--- config.mk ---
export PLATFORM = sky130hd
export DESIGN_NAME = bounded_singly_linked_list
export DESIGN_NICKNAME = d
export VERILOG_FILES = /design/src/rtl/bsll_pkg.sv /design/src/rtl/bsll_ctrl.sv /design/src/rtl/bsll_datapath.sv /design/src/rtl/bounded_singly_linked_list.sv
export SDC_FILE = /design/constraint.sdc
export NUM_CORES = 2
export LEC_CHECK = 0
export BUFFER_PORTS_ARGS = -buffer_cell sky130_fd_sc_hd__buf_2
export CORE_UTILIZATION = 58
export CTS_BUF_LIST = sky130_fd_sc_hd__clkbuf_8
export CTS_CLUSTER_DIAMETER = 40
export DETAILED_ROUTE_END_ITERATION = 10
export PLACE_DENSITY_LB_ADDON = 0.1
export SLEW_MARGIN = 10
export SYNTH_ARGS = -nofsm -noshare
export SYNTH_HDL_FRONTEND = slang
export SYNTH_SLANG_ARGS = --single-unit
--- constraint.sdc ---
create_clock -name clock -period 6 [get_ports clock]
set_clock_uncertainty 0.15 [all_clocks]
set_input_delay 1.2 -clock clock [delete_from_list [all_inputs] [get_ports clock]]
set_output_delay 1.2 -clock clock [all_outputs]
set_load 0.02 [all_outputs]
--- src/rtl/bsll_pkg.sv ---
// shared types and constants for the bounded linked list block
`timescale 1ns / 1ps
`default_nettype none
package bsll_pkg;
   localparam int CAPACITY = 64;
   localparam int IDX_W = 6;
   localparam int CNT_W = 7;

   localparam logic [2:0] KIND_PUSH_HEAD = 3'd0;
   localparam logic [2:0] KIND_PUSH_TAIL = 3'd1;
   localparam logic [2:0] KIND_INSERT    = 3'd2;
   localparam logic [2:0] KIND_POP_HEAD  = 3'd3;
   localparam logic [2:0] KIND_POP_TAIL  = 3'd4;
   localparam logic [2:0] KIND_DELETE    = 3'd5;

   localparam logic [1:0] ST_OK    = 2'd0;
   localparam logic [1:0] ST_FULL  = 2'd1;
   localparam logic [1:0] ST_EMPTY = 2'd2;
   localparam logic [1:0] ST_NOKEY = 2'd3;

   typedef enum logic [3:0] {
      S_IDLE, S_DECIDE, S_WALK_RD, S_WALK_CHK, S_APPLY, S_LINK_RD, S_LINK_WR,
      S_OUT_RD, S_OUT_SHOW, S_OUT_EMPTY
   } state_type;

   // controller commands to the datapath
   typedef struct packed {
      logic load_req;     // latch the request
      logic walk_start;   // cursor = head, prev = head, step = 0
      logic walk_read;    // read value and link at cursor
      logic walk_adv;     // prev = cursor, cursor = link, step++
      logic apply;        // perform the structural update
      logic link_read;    // read link of the aux node (found node or tail)
      logic link_write;   // second half of update
      logic out_start;    // cursor = head, step = 0
      logic out_load;     // load the output register
      logic out_empty;    // load the empty result
      logic set_status;
      logic [1:0] status;
   } cmd_type;

   // datapath status to the controller
   typedef struct packed {
      logic [2:0] kind;
      logic free_zero;
      logic list_zero;
      logic hit;          // value at cursor equals key
      logic step_end;     // step + 1 == list length
      logic rsp_busy;     // output register still holds an item
   } sts_type;
endpackage
`default_nettype wire

--- src/rtl/bsll_ctrl.sv ---
// controller state machine for the bounded linked list
`timescale 1ns / 1ps
`default_nettype none
module bsll_ctrl (
   input  wire logic               clock,
   input  wire logic               reset,
   input  wire logic               req_valid,
   output logic                    req_stall,
   input  wire bsll_pkg::sts_type  sts,
   output bsll_pkg::cmd_type       cmd
);
   bsll_pkg::state_type state_ff, state_in;

   // state register
   always_ff @(posedge clock) begin
      if (reset) state_ff <= bsll_pkg::S_IDLE;
      else state_ff <= state_in;
   end

   // next state
   always_comb begin
      state_in = state_ff;
      case (state_ff)
         bsll_pkg::S_IDLE: if (req_valid) state_in = bsll_pkg::S_DECIDE;
         bsll_pkg::S_DECIDE: begin
            case (sts.kind)
               bsll_pkg::KIND_PUSH_HEAD, bsll_pkg::KIND_PUSH_TAIL:
                  state_in = sts.free_zero ? bsll_pkg::S_OUT_RD : bsll_pkg::S_APPLY;
               bsll_pkg::KIND_INSERT:
                  state_in = (sts.free_zero || sts.list_zero) ? bsll_pkg::S_OUT_RD
                                                              : bsll_pkg::S_WALK_RD;
               bsll_pkg::KIND_POP_HEAD, bsll_pkg::KIND_POP_TAIL, bsll_pkg::KIND_DELETE:
                  state_in = sts.list_zero ? bsll_pkg::S_OUT_RD : bsll_pkg::S_WALK_RD;
               default: state_in = bsll_pkg::S_OUT_RD;
            endcase
         end
         bsll_pkg::S_WALK_RD: state_in = bsll_pkg::S_WALK_CHK;
         bsll_pkg::S_WALK_CHK: begin
            if (sts.kind == bsll_pkg::KIND_POP_TAIL) begin
               state_in = sts.step_end ? bsll_pkg::S_APPLY : bsll_pkg::S_WALK_RD;
            end else if (sts.kind == bsll_pkg::KIND_POP_HEAD) begin
               // head node and its link have been read
               state_in = bsll_pkg::S_APPLY;
            end else if (sts.hit) begin
               state_in = bsll_pkg::S_APPLY;
            end else begin
               state_in = sts.step_end ? bsll_pkg::S_OUT_RD : bsll_pkg::S_WALK_RD;
            end
         end
         bsll_pkg::S_APPLY: state_in = bsll_pkg::S_LINK_RD;
         bsll_pkg::S_LINK_RD: state_in = bsll_pkg::S_LINK_WR;
         bsll_pkg::S_LINK_WR: state_in = bsll_pkg::S_OUT_RD;
         bsll_pkg::S_OUT_RD: begin
            if (!sts.rsp_busy)
               state_in = sts.list_zero ? bsll_pkg::S_OUT_EMPTY : bsll_pkg::S_OUT_SHOW;
         end
         bsll_pkg::S_OUT_SHOW: begin
            if (!sts.rsp_busy)
               state_in = sts.step_end ? bsll_pkg::S_IDLE : bsll_pkg::S_OUT_RD;
         end
         bsll_pkg::S_OUT_EMPTY: if (!sts.rsp_busy) state_in = bsll_pkg::S_IDLE;
         default: state_in = bsll_pkg::S_IDLE;
      endcase
   end

   // command outputs
   always_comb begin
      cmd = '0;
      req_stall = (state_ff != bsll_pkg::S_IDLE);
      case (state_ff)
         bsll_pkg::S_IDLE: cmd.load_req = req_valid;
         bsll_pkg::S_DECIDE: begin
            cmd.walk_start = 1'b1;
            cmd.set_status = 1'b1;
            case (sts.kind)
               bsll_pkg::KIND_PUSH_HEAD, bsll_pkg::KIND_PUSH_TAIL:
                  cmd.status = sts.free_zero ? bsll_pkg::ST_FULL : bsll_pkg::ST_OK;
               bsll_pkg::KIND_INSERT:
                  cmd.status = sts.free_zero ? bsll_pkg::ST_FULL :
                               (sts.list_zero ? bsll_pkg::ST_NOKEY : bsll_pkg::ST_OK);
               bsll_pkg::KIND_POP_HEAD, bsll_pkg::KIND_POP_TAIL, bsll_pkg::KIND_DELETE:
                  cmd.status = sts.list_zero ? bsll_pkg::ST_EMPTY : bsll_pkg::ST_OK;
               default: cmd.status = bsll_pkg::ST_OK;
            endcase
         end
         bsll_pkg::S_WALK_RD: cmd.walk_read = 1'b1;
         bsll_pkg::S_WALK_CHK: begin
            if (sts.kind == bsll_pkg::KIND_POP_TAIL) begin
               cmd.walk_adv = !sts.step_end;
            end else if (sts.kind != bsll_pkg::KIND_POP_HEAD && !sts.hit) begin
               cmd.walk_adv = !sts.step_end;
               cmd.set_status = sts.step_end;
               cmd.status = bsll_pkg::ST_NOKEY;
            end
         end
         bsll_pkg::S_APPLY: cmd.apply = 1'b1;
         bsll_pkg::S_LINK_RD: cmd.link_read = 1'b1;
         bsll_pkg::S_LINK_WR: begin
            cmd.link_write = 1'b1;
            cmd.out_start = 1'b1;
         end
         bsll_pkg::S_OUT_RD: cmd.walk_read = !sts.rsp_busy;
         bsll_pkg::S_OUT_SHOW: begin
            cmd.out_load = !sts.rsp_busy;
         end
         bsll_pkg::S_OUT_EMPTY: cmd.out_empty = !sts.rsp_busy;
         default: ;
      endcase
      // status-only paths go straight to listing
      if (state_in == bsll_pkg::S_OUT_RD && state_ff != bsll_pkg::S_OUT_RD &&
          state_ff != bsll_pkg::S_OUT_SHOW && state_ff != bsll_pkg::S_LINK_WR)
         cmd.out_start = 1'b1;
   end
endmodule
`default_nettype wire

--- src/rtl/bsll_datapath.sv ---
// node pool, free stack, list pointers and output register
`timescale 1ns / 1ps
`default_nettype none
module bsll_datapath (
   input  wire logic               clock,
   input  wire logic               reset,
   input  wire bsll_pkg::cmd_type  cmd,
   output bsll_pkg::sts_type       sts,
   input  wire logic [2:0]         req_kind,
   input  wire logic signed [31:0] req_value,
   input  wire logic signed [31:0] req_key,
   output logic                    rsp_valid,
   input  wire logic               rsp_stall,
   output logic [1:0]              rsp_status,
   output logic                    rsp_element_valid,
   output logic signed [31:0]      rsp_element,
   output logic                    rsp_last
);
   localparam int IW = bsll_pkg::IDX_W;
   localparam int CW = bsll_pkg::CNT_W;

   // memories
   logic [31:0]   val_mem  [bsll_pkg::CAPACITY];
   logic [IW-1:0] link_mem [bsll_pkg::CAPACITY];
   logic [IW-1:0] free_mem [bsll_pkg::CAPACITY];

   logic [2:0]    kind_ff;
   logic [31:0]   value_ff, key_ff;
   logic [1:0]    status_ff;
   logic [IW-1:0] head_ff, tail_ff, cur_ff, prev_ff, node_ff, aux_ff;
   logic [CW-1:0] len_ff, free_ff, step_ff, wipe_ff;
   logic [31:0]   rd_val_ff;
   logic [IW-1:0] rd_link_ff, free_rd_ff;
   logic          rsp_valid_ff;

   // free stack read address
   logic [CW-1:0] free_dec;
   assign free_dec = free_ff - 1'b1;

   // pending write port to the free stack (reset init sweep or give back)
   logic          free_we;
   logic [IW-1:0] free_wa, free_wd;
   logic          wiping;
   assign wiping = (wipe_ff != CW'(bsll_pkg::CAPACITY));

   // request latch
   always_ff @(posedge clock) begin
      if (cmd.load_req) begin
         kind_ff <= req_kind;
         value_ff <= req_value;
         key_ff <= req_key;
      end
      if (cmd.set_status) status_ff <= cmd.status;
   end

   // free stack initialisation sweep after reset
   always_ff @(posedge clock) begin
      if (reset) wipe_ff <= '0;
      else if (wiping) wipe_ff <= wipe_ff + 1'b1;
   end

   // free stack memory
   always_ff @(posedge clock) begin
      if (free_we) free_mem[free_wa] <= free_wd;
      free_rd_ff <= free_mem[free_dec[IW-1:0]];
   end

   // node memories with registered reads at the cursor or the aux node
   logic          val_we, link_we;
   logic [IW-1:0] val_wa, link_wa, link_wd, rd_addr;
   always_ff @(posedge clock) begin
      if (val_we) val_mem[val_wa] <= value_ff;
      if (link_we) link_mem[link_wa] <= link_wd;
      rd_val_ff <= val_mem[rd_addr];
      rd_link_ff <= link_mem[rd_addr];
   end

   logic pop_one;
   assign pop_one = (len_ff == CW'(1));

   // structural update
   always_comb begin
      free_we = wiping;
      free_wa = wipe_ff[IW-1:0];
      free_wd = wipe_ff[IW-1:0];
      val_we = 1'b0;
      val_wa = free_rd_ff;
      link_we = 1'b0;
      link_wa = node_ff;
      link_wd = '0;
      rd_addr = cmd.link_read ? aux_ff : cur_ff;
      if (cmd.apply && status_ff == bsll_pkg::ST_OK) begin
         case (kind_ff)
            bsll_pkg::KIND_PUSH_HEAD, bsll_pkg::KIND_PUSH_TAIL,
            bsll_pkg::KIND_INSERT: begin
               val_we = 1'b1;
               link_we = 1'b1;
               link_wa = free_rd_ff;
               // insert: new node takes the found node's link, still held from the walk
               if (kind_ff == bsll_pkg::KIND_PUSH_HEAD) link_wd = head_ff;
               else if (kind_ff == bsll_pkg::KIND_INSERT) link_wd = rd_link_ff;
               else link_wd = '0;
            end
            default: begin
               free_we = 1'b1;
               free_wa = free_ff[IW-1:0];
               free_wd = (kind_ff == bsll_pkg::KIND_POP_HEAD) ? head_ff : cur_ff;
            end
         endcase
      end
      if (cmd.link_write && status_ff == bsll_pkg::ST_OK) begin
         case (kind_ff)
            bsll_pkg::KIND_PUSH_TAIL: begin
               link_we = !pop_one;
               link_wa = aux_ff;
               link_wd = node_ff;
            end
            bsll_pkg::KIND_INSERT: begin
               // found node points to the new node
               link_we = 1'b1;
               link_wa = aux_ff;
               link_wd = node_ff;
            end
            bsll_pkg::KIND_POP_TAIL, bsll_pkg::KIND_DELETE: begin
               link_we = !pop_one && (aux_ff != head_ff) && (node_ff != head_ff);
               link_wa = prev_ff;
               link_wd = rd_link_ff;
            end
            default: ;
         endcase
      end
   end

   // pointers and counts
   always_ff @(posedge clock) begin
      if (reset) begin
         head_ff <= '0;
         tail_ff <= '0;
         len_ff <= '0;
         free_ff <= CW'(bsll_pkg::CAPACITY);
      end else begin
         if (cmd.apply && status_ff == bsll_pkg::ST_OK) begin
            case (kind_ff)
               bsll_pkg::KIND_PUSH_HEAD, bsll_pkg::KIND_PUSH_TAIL,
               bsll_pkg::KIND_INSERT: begin
                  free_ff <= free_dec;
                  len_ff <= len_ff + 1'b1;
                  if (len_ff == '0) begin
                     head_ff <= free_rd_ff;
                     tail_ff <= free_rd_ff;
                  end else if (kind_ff == bsll_pkg::KIND_PUSH_HEAD) begin
                     head_ff <= free_rd_ff;
                  end else if (kind_ff == bsll_pkg::KIND_PUSH_TAIL) begin
                     tail_ff <= free_rd_ff;
                  end else if (cur_ff == tail_ff) begin
                     tail_ff <= free_rd_ff;
                  end
               end
               default: begin
                  free_ff <= free_ff + 1'b1;
                  len_ff <= len_ff - 1'b1;
                  if (pop_one) begin
                     head_ff <= '0;
                     tail_ff <= '0;
                  end else if (kind_ff == bsll_pkg::KIND_POP_HEAD || cur_ff == head_ff) begin
                     head_ff <= rd_link_ff;
                  end else if (cur_ff == tail_ff) begin
                     tail_ff <= prev_ff;
                  end
               end
            endcase
         end
      end
   end

   // cursor and scratch indexes
   always_ff @(posedge clock) begin
      if (cmd.walk_start) begin
         cur_ff <= head_ff;
         prev_ff <= head_ff;
         step_ff <= '0;
      end
      if (cmd.walk_adv) begin
         prev_ff <= cur_ff;
         cur_ff <= rd_link_ff;
         step_ff <= step_ff + 1'b1;
      end
      if (cmd.apply) begin
         node_ff <= free_rd_ff;
         // aux: node whose link is read or written next
         case (kind_ff)
            bsll_pkg::KIND_PUSH_TAIL: aux_ff <= tail_ff;
            bsll_pkg::KIND_INSERT:    aux_ff <= cur_ff;
            default:                  aux_ff <= cur_ff;
         endcase
         if (kind_ff == bsll_pkg::KIND_POP_TAIL || kind_ff == bsll_pkg::KIND_DELETE)
            node_ff <= cur_ff;
      end
      if (cmd.out_start) begin
         cur_ff <= head_ff;
         step_ff <= '0;
      end
      if (cmd.out_load) begin
         cur_ff <= rd_link_ff;
         step_ff <= step_ff + 1'b1;
      end
   end

   // output register
   always_ff @(posedge clock) begin
      if (reset) rsp_valid_ff <= 1'b0;
      else if (cmd.out_load || cmd.out_empty) rsp_valid_ff <= 1'b1;
      else if (!rsp_stall) rsp_valid_ff <= 1'b0;
   end
   always_ff @(posedge clock) begin
      if (cmd.out_load || cmd.out_empty) begin
         rsp_status <= status_ff;
         rsp_element_valid <= cmd.out_load;
         rsp_element <= cmd.out_load ? rd_val_ff : '0;
         rsp_last <= cmd.out_empty || (step_ff + 1'b1 == len_ff);
      end
   end
   assign rsp_valid = rsp_valid_ff;

   // status to the controller
   always_comb begin
      sts.kind = kind_ff;
      sts.free_zero = (free_ff == '0);
      sts.list_zero = (len_ff == '0);
      sts.hit = (rd_val_ff == key_ff);
      sts.step_end = (step_ff + 1'b1 == len_ff);
      sts.rsp_busy = rsp_valid_ff && rsp_stall;
   end
endmodule
`default_nettype wire

--- src/rtl/bounded_singly_linked_list.sv ---
// top level of the bounded linked list block
`timescale 1ns / 1ps
`default_nettype none
// Keeps a list of signed 32-bit values in a 64-node pool with next links and a
// free stack. One operation is taken at a time: push head/tail, insert after
// key, pop head/tail, delete key. A walk for a key or the tail visits each node
// with a registered read of the node memory followed by a compare; pop head
// reads the head node the same way. The update passes through the apply, link
// read and link write states, and the listing then emits one item per entry
// (one item with element_valid low for an empty list), each read and then
// shown, waiting while the receiver stalls. After reset the free stack is filled
// and requests are stalled until it is full.
module bounded_singly_linked_list (
   input  wire logic               clock,
   input  wire logic               reset,
   input  wire logic               req_valid,
   output logic                    req_stall,
   input  wire logic [2:0]         req_kind,
   input  wire logic signed [31:0] req_value,
   input  wire logic signed [31:0] req_key,
   output logic                    rsp_valid,
   input  wire logic               rsp_stall,
   output logic [1:0]              rsp_status,
   output logic                    rsp_element_valid,
   output logic signed [31:0]      rsp_element,
   output logic                    rsp_last
);
   bsll_pkg::cmd_type cmd;
   bsll_pkg::sts_type sts;
   logic              ctrl_stall;
   logic [6:0]        boot_ff;

   // hold off requests while the free stack is filled
   always_ff @(posedge clock) begin
      if (reset) boot_ff <= '0;
      else if (boot_ff != 7'(bsll_pkg::CAPACITY)) boot_ff <= boot_ff + 1'b1;
   end
   assign req_stall = ctrl_stall || (boot_ff != 7'(bsll_pkg::CAPACITY));

   bsll_ctrl u_ctrl (
      .clock(clock), .reset(reset),
      .req_valid(req_valid && (boot_ff == 7'(bsll_pkg::CAPACITY))),
      .req_stall(ctrl_stall), .sts(sts), .cmd(cmd)
   );

   bsll_datapath u_dp (
      .clock(clock), .reset(reset), .cmd(cmd), .sts(sts),
      .req_kind(req_kind), .req_value(req_value), .req_key(req_key),
      .rsp_valid(rsp_valid), .rsp_stall(rsp_stall), .rsp_status(rsp_status),
      .rsp_element_valid(rsp_element_valid), .rsp_element(rsp_element),
      .rsp_last(rsp_last)
   );

   // an empty-list item is always the last one
   assert property (@(posedge clock) disable iff (reset)
      (rsp_valid && !rsp_element_valid) |-> rsp_last)
      else $error("empty item without last");

   // no request is taken while the controller is busy
   assert property (@(posedge clock) disable iff (reset)
      ctrl_stall |-> !cmd.load_req)
      else $error("request loaded while busy");

   // output is never overwritten while stalled
   assert property (@(posedge clock) disable iff (reset)
      (rsp_valid && rsp_stall) |-> !(cmd.out_load || cmd.out_empty))
      else $error("output overwritten");
endmodule
`default_nettype wire

; ---- Word level (Yosys, flattened, before mapping)
; Memories as Yosys holds them, arrays and structs flattened. A register that Yosys moved wholly into a read port is not among the register bits.
; Index checks and enable logic that the tools add are counted.
[op_classes]
add_sub_neg = 7
eq_ne = 34
mux = 91
n_reduce_logical = 37
[op_table]
columns = operator, count
row1 = $mux W6, 34
row2 = $mux W7, 6
row3 = $pmux W4 S10, 1
row4 = $add A7 B1 Y7 const B, 5
row5 = $eq A32 B32 Y1, 1
row6 = $mux W4, 7
row7 = $mux W1, 25
row8 = $pmux W6 S2, 2
row9 = $mux W3, 7
row10 = $eq A4 B3 Y1 const B, 5
row11 = $logic_not A7 Y1, 2
row12 = $ne A7 B7 Y1 const B, 2
row13 = $sub A7 B1 Y7 const B, 2
row14 = $eq A6 B6 Y1, 2
row15 = $ne A4 B3 Y1 const B, 3
row16 = $ne A6 B6 Y1, 2
row17 = $pmux W4 S3, 1
row18 = $logic_and A1 B1 Y1, 10
row19 = $mux W2, 5
row20 = $eq A4 B2 Y1 const B, 2
row21 = $eq A4 B4 Y1 const B, 2
row22 = $reduce_bool A4 Y1, 2
row23 = $eq A7 B1 Y1 const B, 1
row24 = $eq A7 B7 Y1, 1
row25 = other kinds (23), 39
[totals]
regBits = 181
ramBits = 2816
input_bits = 71
n_memories = 3
[mem_list]
columns = name, depth, word_bits, read_ports, rd_clocked_by_memory_dff, wr, line
row1 = u_dp.val_mem, 64, 32, 1, 1, 1, bsll_datapath.sv:23  ; logic [31:0] val_mem [bsll_pkg::CAPACITY];
row2 = u_dp.free_mem, 64, 6, 1, 1, 1, bsll_datapath.sv:25  ; logic [IW-1:0] free_mem [bsll_pkg::CAPACITY];
row3 = u_dp.link_mem, 64, 6, 1, 1, 1, bsll_datapath.sv:24  ; logic [IW-1:0] link_mem [bsll_pkg::CAPACITY];

; ---- Longest topological paths before layout
[depth]
depth_word = 14
ltp_mapped = 12

; ---- By module
; From an unflattened synthesis, not the netlist that was laid out.
[hier_totals]
cells_unflattened = 10040
area_unflattened_um2 = 132930.0
[by_module_without_submodules]
columns = module, instances, cells_each, area_each_um2, seq_area_each_um2
row1 = bsll_datapath, 1, 9900, 131929.0, 90206.5
row2 = bsll_ctrl, 1, 101, 635.6, 80.1
row3 = bounded_singly_linked_list, 1, 39, 365.4, 140.1

; ---- Worst setup path after synthesis
; Ideal clock, no wire load.
[synth_path]
kind = reg2reg
startpoint = register boot_ff[0]
endpoint = register u_dp.key_ff[0], enable pin
arrival_time_ps = 4782
required_time_ps = 5357
slack_ps = 575
path_stages_with_launch = 7
period_less_slack_ps = 5425
cell_sequence = dfxtp_1 -> inv_1 -> ha_1 -> or4b_2 -> nor3b_1 -> nand3_1 -> nor2_1
[synth_lines]
columns = item, line
row1 = start: declaration, bounded_singly_linked_list.sv:31  ; logic [6:0] boot_ff;
row2 = start signal: assignment, bounded_singly_linked_list.sv:36  ; else if (boot_ff != 7'(bsll_pkg::CAPACITY)) boot_ff <= boot_ff + 1'b1;
row3 = end signal: assignment, bsll_datapath.sv:51  ; key_ff <= req_key;
row4 = end: declaration, bsll_datapath.sv:28  ; logic [31:0] value_ff, key_ff;

; ---- Worst setup path after layout
[layout_path]
startpoint = register u_ctrl.state_ff[2]
endpoint = memory u_dp.link_mem[13][4] in the netlist's numbering, enable pin
[layout_via]
elab_chain_len = 8
[layout_rtl]
columns = item, line
row1 = start: declaration, bsll_ctrl.sv:12  ; bsll_pkg::state_type state_ff, state_in;
row2 = start signal: assignment, bsll_ctrl.sv:16  ; if (reset) state_ff <= bsll_pkg::S_IDLE;
row3 = start signal: assignment, bsll_ctrl.sv:17  ; else state_ff <= state_in;
row4 = $eq A4 B3 Y1, bsll_ctrl.sv:70  ; case (state_ff)
row5 = $mux W1, bsll_ctrl.sv:70
row6 = $logic_and A1 B1 Y1, bsll_datapath.sv:92  ; if (cmd.apply && status_ff == bsll_pkg::ST_OK) begin
row7 = $mux W1, bsll_datapath.sv:92
row8 = $pmux W1 S3, bsll_datapath.sv:112  ; case (kind_ff)
row9 = $mux W1, bsll_datapath.sv:111  ; if (cmd.link_write && status_ff == bsll_pkg::ST_OK) begin
row10 = $mux W1, bsll_datapath.sv:73  ; if (link_we) link_mem[link_wa] <= link_wd;
row11 = $mux W1 (implied by the code), bsll_datapath.sv:73
row12 = end: declaration, bsll_datapath.sv:24
; Parallel ways exist; a longest one is shown, timed or not.

==> results_dict.tcl <==
set metrics [dict create \
    finalSetupViolations 0 \
    synthDominantCellAreaShare_pct 74.6 \
    synth-seq-cells 3041 \
    hold_viol 0 \
    syn_avg_cell_area_um2 15.0 \
    wl_mm 324 \
    htreeDepth 5 \
    slowest_stage "nor3_1" \
    startpoint_type "register" \
    grt_usage_pct 31.2 \
    slowest_delay_ns 0.91 \
    drive_gt1_share_pct 14.9 \
    tritoncts "yes" \
    post-route-period-util_pct 82.7 \
    clock_sinks 3041 \
    powerDensity_nw_per_um2 412 \
    rsz0062_at_grt "no" \
    worst_pin_slew_ns 1.30 \
    synth_cell_type_count 63 \
    fin_ws_ns 1.04 \
    synth_seq_area_share_pct 76.1 \
    critical_path_required_ns 6.52 \
    instances_no_fill 11400 \
    outcome "finished clean" \
    synth.yosys.warnings 0 \
    dp_hpwl_mm 184 \
    min_period_ns 4.96 \
    design_area_um2 133000 \
    power_leakage_uw 0.0438 \
    clockPowerShare_pct 30.1 \
    fmax_ghz 0.202 \
    vias 72100 \
    synth_edf_count 2952 \
    dp_cells 10500 \
    hold_class "input port to register" \
    syn_to_final_growth_pct 12.0 \
    power.switching_uw 18300 \
    routedWlPerCell_um 28.5 \
    fp-row-count 165 \
    critical_path_class "register to register" \
    ir_worst_vdd_mv 0.470 \
    drc_errors 0 \
    async_flop_share_pct 0 \
    clkTransAtPathRegs_ns 0.06 \
    slew_viol_final 0 \
    p_int_uw 36500 \
    grt_overflow_total 0 \
    post_dp_cell_area_um2 124000 \
    netlist_area_um2 119000 \
    dieArea_um2 207000 \
    max-cap-violations 0 \
    fillCellCount 14200 \
    core_um2 203000 \
    cp_cell_sequence "nor4b_2 -> nand2_1 -> o22ai_2 -> nand3_1 -> nor3_1" \
    post_cts_resized 0 \
    io_buffers 108 \
    critPathCaptureType "register" \
    cts_buffer_depth 4 \
    numCtsBuffers 495 \
    grt_max_degree 139 \
    dr.pass1.iters 8 \
    synth_area_leaders "edfxtp_1, nand2_1, mux2i_1" \
    final_nets 8407 \
    max_slew_margin_pct 12.9 \
    cp_num_buf_inv 0 \
    grt_pass1_vias 69700 \
    path_max_fanout 17 \
    synth_fp_nets 8014 \
    worstSkewPairLatency_ns 1.13 \
    place_worst_setup_slack_ns 1.20 \
    viasPerCell 6.34 \
    drtIter0Drc 10300 \
    postCtsSetupBuffers 0 \
    switching_share_pct 33.5 \
    antenna_found_initial 16 \
    gp_congestion 0.842 \
    crit_family "simple AND/OR/NAND/NOR gates" \
    combPwrFrac_pct 26.0 \
    arrival_ns 5.48 \
    seq_power_share_pct 43.9 \
    synth_flop_cell "edfxtp_1" \
    grt_pass1_wl_mm 468 \
    cts_root_buffer "clkbuf_8" \
    start_util_pct 58.6 \
    ant_nets 0 \
    yosysTopAreaCell "edfxtp_1" \
    die-width_um 455 \
    synth_cells 7932 \
    setup_tns_ns 0 \
    synth_commonest_cells "edfxtp_1, nand2_1, nand3_1, mux2i_1, a31oi_1" \
    yosys.cell_count.top_type "edfxtp_1" \
    io_pins 109 \
    die_h_um 455 \
]
==> cell type report <==
| type | count | area [µm²] | share of cell area, % |
|---|---|---|---|
| Tap cell | 2672 | 3340 | 2.51 |
| Clock inverter | 359 | 1860 | 1.40 |
| Inverter | 12 | 45.0 | 0.0338 |
| Timing Repair Buffer | 402 | 3350 | 2.52 |
| Clock buffer | 517 | 7120 | 5.34 |
| Antenna cell | 4 | 10.0 | 0.00752 |
| Sequential cell | 3041 | 90400 | 67.9 |
| Multi-Input combinational cell | 4373 | 27000 | 20.3 |
==> final timing paths <==
| check | startpoint | to | slack [ns] | depth (start not counted) |
|---|---|---|---|---|
| worst max-delay path | u_ctrl.state_ff[2]$_SDFF_PP0_ | u_dp.link_mem[13][4]$_DFFE_PP_ | 1.04 | 5 |
| worst min register to register | u_dp.status_ff[1]$_DFFE_PP_ | u_dp.rsp_status[1]$_DFFE_PP_ | 0.33 | 0 |
| worst max register to register | u_ctrl.state_ff[2]$_SDFF_PP0_ | u_dp.link_mem[13][4]$_DFFE_PP_ | 1.04 | 5 |
| worst min-delay path | req_key[8] | u_dp.key_ff[8]$_DFFE_PP_ | 0.09 | 1 |
==> cells by family after synthesis <==
family | after synthesis | synth area share [%]
mux | 511 | 5.70
xor+xnor | 97 | 0.750
simple gates | 3025 | 10.8
compound gates | 729 | 4.53
buf+inv | 518 | 1.98
fa+ha+maj | 11 | 0.116
flops | 3041 | 76.1
==> worst register-to-register path, cell delays in order (launching register included) <==
cell and delay [ns]:
dfxtp_1 0.61, nor4b_2 0.52, nand2_1 0.72, o22ai_2 0.85
nand3_1 0.75, nor3_1 0.92
==> what timing repair did <==
item                       CTS  global route
hold endpoints to repair    17             0
hold buffers                17             0
setup endpoints to repair    0             0
==> cells in the final DEF, fill, tap and decap left out, drive strengths merged, types with 37 or more instances in the layout <==
cell type  instances
edfxtp          2952
nand2           1905
nand3            638
clkbuf           517
buf              385
mux2i            322
a31oi            316
a32oi            304
nor2             188
inv              176
clkinv           169
mux4             126
nor4             108
dfxtp             89
xnor2             69
mux2              63
nor3              62
and2              37
==> metal layers <==
layer / vias to the layer above / track usage (%) / routed length [µm]
li1: 31100 / - / -
met2: 4153 / 47.4 / 149000
met3: 560 / 5.59 / 33000
met5: - / 0 / 26
met1: 36300 / 46.2 / 133000
met4: 4 / 10.2 / 9600
==> stage by stage <==
| step | utilization, % | power, µW | hold WS [ns] |
|---|---|---|---|
| after floorplan | - | 33100 | 0.299 |
| after global placement | 61.1 | 38300 | 0.302 |
| after detailed placement | 61.1 | 38500 | 0.310 |
| after CTS | 65.6 | 54800 | 0.000401 |
| after global routing | 65.6 | 56700 | 0.0451 |
| final | 65.6 | 54800 | 0.0922 |
==> sequential cells by signal, indices dropped and copies added (netlist names), 7 cells and up <==
signal	cells
u_dp.key_ff	32
u_dp.val_mem	2048
u_dp.len_ff	7
u_dp.rsp_element	32
u_dp.free_mem	384
u_dp.value_ff	32
u_dp.wipe_ff	7
u_dp.rd_val_ff	32
boot_ff	7
u_dp.link_mem	384
u_dp.step_ff	7
u_dp.free_ff	7
==> power groups by stage <==
stage / registers [µW] / clock network [µW] / logic [µW]
final: 24000 / 16500 / 14300
after global routing: 24000 / 17600 / 15100
after CTS: 24000 / 16700 / 14100
after detailed placement: 24400 / 0 / 14100
after global placement: 24400 / 0 / 13800
after floorplan: 24000 / 0 / 9110
No activity file was read; power rests on OpenSTA's default activity.
